==> src/rtl/picaw_pkg.sv <==
package picaw_pkg;

   // Default word format: signed Q16.16.
   localparam int DEFAULT_WIDTH     = 32;
   localparam int DEFAULT_FRAC_BITS = 16;

   // Configuration register indexes.
   localparam int CSR_INDEX_BITS = 3;
   localparam logic [CSR_INDEX_BITS-1:0] REG_PROP_GAIN       = 3'd0;
   localparam logic [CSR_INDEX_BITS-1:0] REG_INTEG_GAIN      = 3'd1;
   localparam logic [CSR_INDEX_BITS-1:0] REG_OPERATING_POINT = 3'd2;
   localparam logic [CSR_INDEX_BITS-1:0] REG_OUT_LOW_LIMIT   = 3'd3;
   localparam logic [CSR_INDEX_BITS-1:0] REG_OUT_HIGH_LIMIT  = 3'd4;

   // Where the output sits with respect to the clamp limits.
   typedef enum logic [1:0] {
      LIMIT_NONE = 2'd0,
      LIMIT_LOW  = 2'd1,
      LIMIT_HIGH = 2'd2
   } limit_state_type;

endpackage

==> src/rtl/picaw_mul.sv <==
module picaw_mul
   import picaw_pkg::*;
   #(
      parameter int WIDTH     = DEFAULT_WIDTH,
      parameter int FRAC_BITS = DEFAULT_FRAC_BITS
   )
   (
      input  logic signed [WIDTH-1:0] a,
      input  logic signed [WIDTH-1:0] b,
      output logic signed [WIDTH-1:0] y
   );

   localparam logic signed [WIDTH-1:0] VAL_MAX = {1'b0, {(WIDTH-1){1'b1}}};
   localparam logic signed [WIDTH-1:0] VAL_MIN = {1'b1, {(WIDTH-1){1'b0}}};

   logic signed [2*WIDTH-1:0] prod;
   logic signed [2*WIDTH-1:0] shifted;
   logic        [WIDTH:0]     upper;

   // Full product, then an arithmetic shift, which rounds towards minus infinity.
   assign prod    = a * b;
   assign shifted = prod >>> FRAC_BITS;
   assign upper   = shifted[2*WIDTH-1:WIDTH-1];

   // The result fits when all bits above the word agree with its sign bit.
   always_comb begin
      if ((&upper) || !(|upper)) begin
         y = shifted[WIDTH-1:0];
      end else if (shifted[2*WIDTH-1]) begin
         y = VAL_MIN;
      end else begin
         y = VAL_MAX;
      end
   end

endmodule
==> config.mk <==
export PLATFORM = sky130hd
export DESIGN_NAME = picaw_mul
export DESIGN_NICKNAME = d
export VERILOG_FILES = /design/src/rtl/picaw_pkg.sv /design/src/rtl/picaw_mul.sv
export SDC_FILE = /design/constraint.sdc
export NUM_CORES = 2
export LEC_CHECK = 0
export ABC_CLOCK_PERIOD_IN_PS = 15900
export BUFFER_PORTS_ARGS = -buffer_cell sky130_fd_sc_hd__buf_4
export CAP_MARGIN = 20
export CORE_MARGIN = 4
export CORE_UTILIZATION = 58
export DETAILED_ROUTE_END_ITERATION = 10
export PLACE_DENSITY = 0.75
export SYNTH_ARGS = -nofsm -noshare
export SYNTH_HDL_FRONTEND = slang
export SYNTH_SLANG_ARGS = --single-unit
==> constraint.sdc <==
create_clock -name vclk -period 15.9
set_clock_uncertainty 0.05 [all_clocks]
set_input_delay 2.385 -clock vclk [all_inputs]
set_output_delay 2.385 -clock vclk [all_outputs]
set_load 0.05 [all_outputs]
==> Flow_metrics.wiki <==
{| class="wikitable"
! Metric !! Value
|-
| Initial Utilization || between 50% and 60%
|-
| Remaining Overflow, GRT || 0
|-
| Seq cells || 0
|-
| Post-route ant nets || 0
|-
| Global-route wire length before repair || approximately 150000 um
|-
| Number of global-route vias before repair || between 20000 and 30000
|-
| Post-synth cell types || 62
|-
| Avg WL per Cell || roughly 20 um
|-
| Most prevalent standard cell on the critical path || sky130_fd_sc_hd__fa_1
|-
| Critical path class || input pin to primary output
|-
| Minimum clock period || about 15 ns
|-
| Area growth syn-to-layout || 2.525%
|-
| Port Buf Inserts || 96
|-
| Vertical die dimension || between 200 and 300 um
|-
| Run status || finished, final reports clean
|-
| Vias per cell || about 5.6
|-
| Critical path arrival || 12.39 ns
|-
| Startpoint kind of the worst setup timing path || input pin
|-
| Buffer count from post-CTS setup fixing || 0
|-
| Slowest library cell on the worst path || sky130_fd_sc_hd__fa_1
|-
| Setup repair after global routing missed its margin || no
|-
| Count of mapped cells out of synthesis || 3975
|-
| Initial antenna violation count || 2
|-
| Area of the mapped netlist || about 37000 um2
|-
| Reported max-cap violation count || 0
|-
| Actual transition at the worst max-transition pin || between 0.8 and 0.9 ns
|-
| Final hold violations || 0
|-
| Net count after synthesis || 5300
|-
| Detailed Routing Iterations Pass 1 || 5
|-
| Total Neg Setup Slack || 0 ns
|-
| Combinational family with the most area after synthesis || adder cells
|-
| Maximum number of pins on one net before global-route repair || 35
|-
| Row count || 92
|-
| Portion of netlist area occupied by mux cells || less than 1%
|-
| Compound-Gate Fraction of Synth Area || under 10%
|-
| Core area || about 63000 um2
|-
| Net count, final || between 5000 and 6000
|-
| Global router's overall resource usage || 28.79%
|-
| Warnings, synthesis || 0
|-
| Sequential Area || 0 um2
|-
| Number of clock buffer instances in the layout || 0
|-
| Remaining max-slew budget at the tightest pin || 42.20%
|-
| Final HPWL from detailed placement || roughly 78000 um
|-
| Count of instances resized after the clock tree is built || 0
|-
| Type of destination of the critical path || primary output
|-
| GPL Wtd Cong || 0.9589
|-
| Number of max-slew violations in the final report || 0
|-
| Fin crit share || 93.27%
|-
| Total length of routed wires || 91560 um
|-
| Number of I/O pins || 96
|-
| Die outline width || 260.0 um
|-
| Critical path's largest stage delay || between 0.8 and 0.9 ns
|-
| Simple-gate share of the synthesized area || between 15 and 20%
|-
| Fillers || around 5400
|-
| Max FO, Critical Path || 32
|-
| Share of the synthesized netlist area taken by xor and xnor gates || under 10%
|-
| Post-Synth Adder-Cell Area || between 60 and 70%
|-
| Count of hold-fix buffers inserted at cts || 0
|-
| Violation count after the first detailed-route iteration || between 1000 and 1500
|-
| Share of the yosys chip area belonging to registers || 0%
|-
| Die ar. || 67580 um2
|-
| Final setup violation count || 0
|-
| Path type of the worst min-delay path || input pin to primary output
|-
| Syn avg cell area || ~9 um2
|-
| Post-placement worst setup slack || about 1.2 ns
|-
| Timing-limited maximum frequency || 67.43 MHz
|-
| Number of vias after detailed routing || approximately 26000
|-
| Req. time, crit path || 13.47 ns
|-
| Share of layout cells above drive strength 1 || 3.089%
|-
| Smallest setup slack after layout || 1.070 ns
|-
| DRC errors left || 0
|}
[critical path, delay by kind of cell]
| family | cells | cell delay (ns) |
|---|---|---|
| AO/OA/AOI/OAI | 4 | 0.57 |
| adder cells (fa/ha/maj) | 9 | 5.09 |
| buffers and inverters | 9 | 1.40 |
| multiplexers | 2 | 0.73 |
| AND/OR/NAND/NOR | 6 | 2.17 |
[final timing paths]
check | slack, ns | startpoint | cells after the start | to
hold / removal | 6.20 | b[1] | 8 | y[0]
setup / recovery | 1.07 | a[31] | 30 | y[0]
[metal layers]
| metal | global-route usage, % | share of wire [%] |
|---|---|---|
| met5 | 0 | 0 |
| met4 | 11.89 | 5.2 |
| met3 | 3.613 | 6.0 |
| met2 | 50.89 | 52 |
| met1 | 36.02 | 37 |
[stage by stage]
stage               instances  util, %  cell area [um2]  hold WS (ns)
finish                   4700    59.96            37750         6.205
global route             4699    59.95            37750         6.290
CTS                      4698    59.95            37750         6.180
detailed placement       4698    59.95            37750         6.158
global placement         4698    59.95            37750         6.178
floorplan                3975        -            36820         5.686
[synth_stat cells, drive strengths merged (4+ instances only)]
master,n,area (um2)
nor2,71,266.5
xnor2,33,289.0
xor2,24,210.2
and2,511,3197
nor4,4,25.02
nand2,551,2068
nand3,15,75.07
o21ai,63,315.3
nand2b,14,87.58
a21boi,4,30.03
nand4,32,200.2
o21bai,6,45.04
mux2i,32,320.3
fa,1081,21640
o21a,8,60.06
inv,925,3472
clkbuf,203,765.7
o211ai,11,82.58
a31oi,8,56.30
a211oi,20,155.1
a21oi,74,385.4
buf,22,141.4
ha,180,2252
nor3,13,65.06
a21o,19,142.6
[area by class of cell]
cell class	count	area, um2	share of cell area (%)
Timing Repair Buffer	102	765.7	2.028
Antenna cell	2	5.005	0.01326
Inverter	925	3472	9.197
Tap cell	846	1059	2.804
Multi-Input combinational cell	2825	32450	85.96
[cells in the final DEF (no fill, tap or decap), drive strengths merged, types with 33 or more instances in the layout]
cell type     n
a21oi        74
and2        511
buf         102
fa         1081
ha          180
inv         925
nand2       551
nor2         71
o21ai        63
xnor2        33
[kinds of logic after synthesis]
logic type | Yosys count
muxes | 35
buffers and inverters | 1150
AOI/OAI and AO/OA | 245
xor gates and xnor gates | 57
adders and majority gates | 1261
and+or+nand+nor | 1227
Power is left out: the tool's default activity adds up to more than one toggle a clock period on the data nets, which glitch-free logic cannot reach.
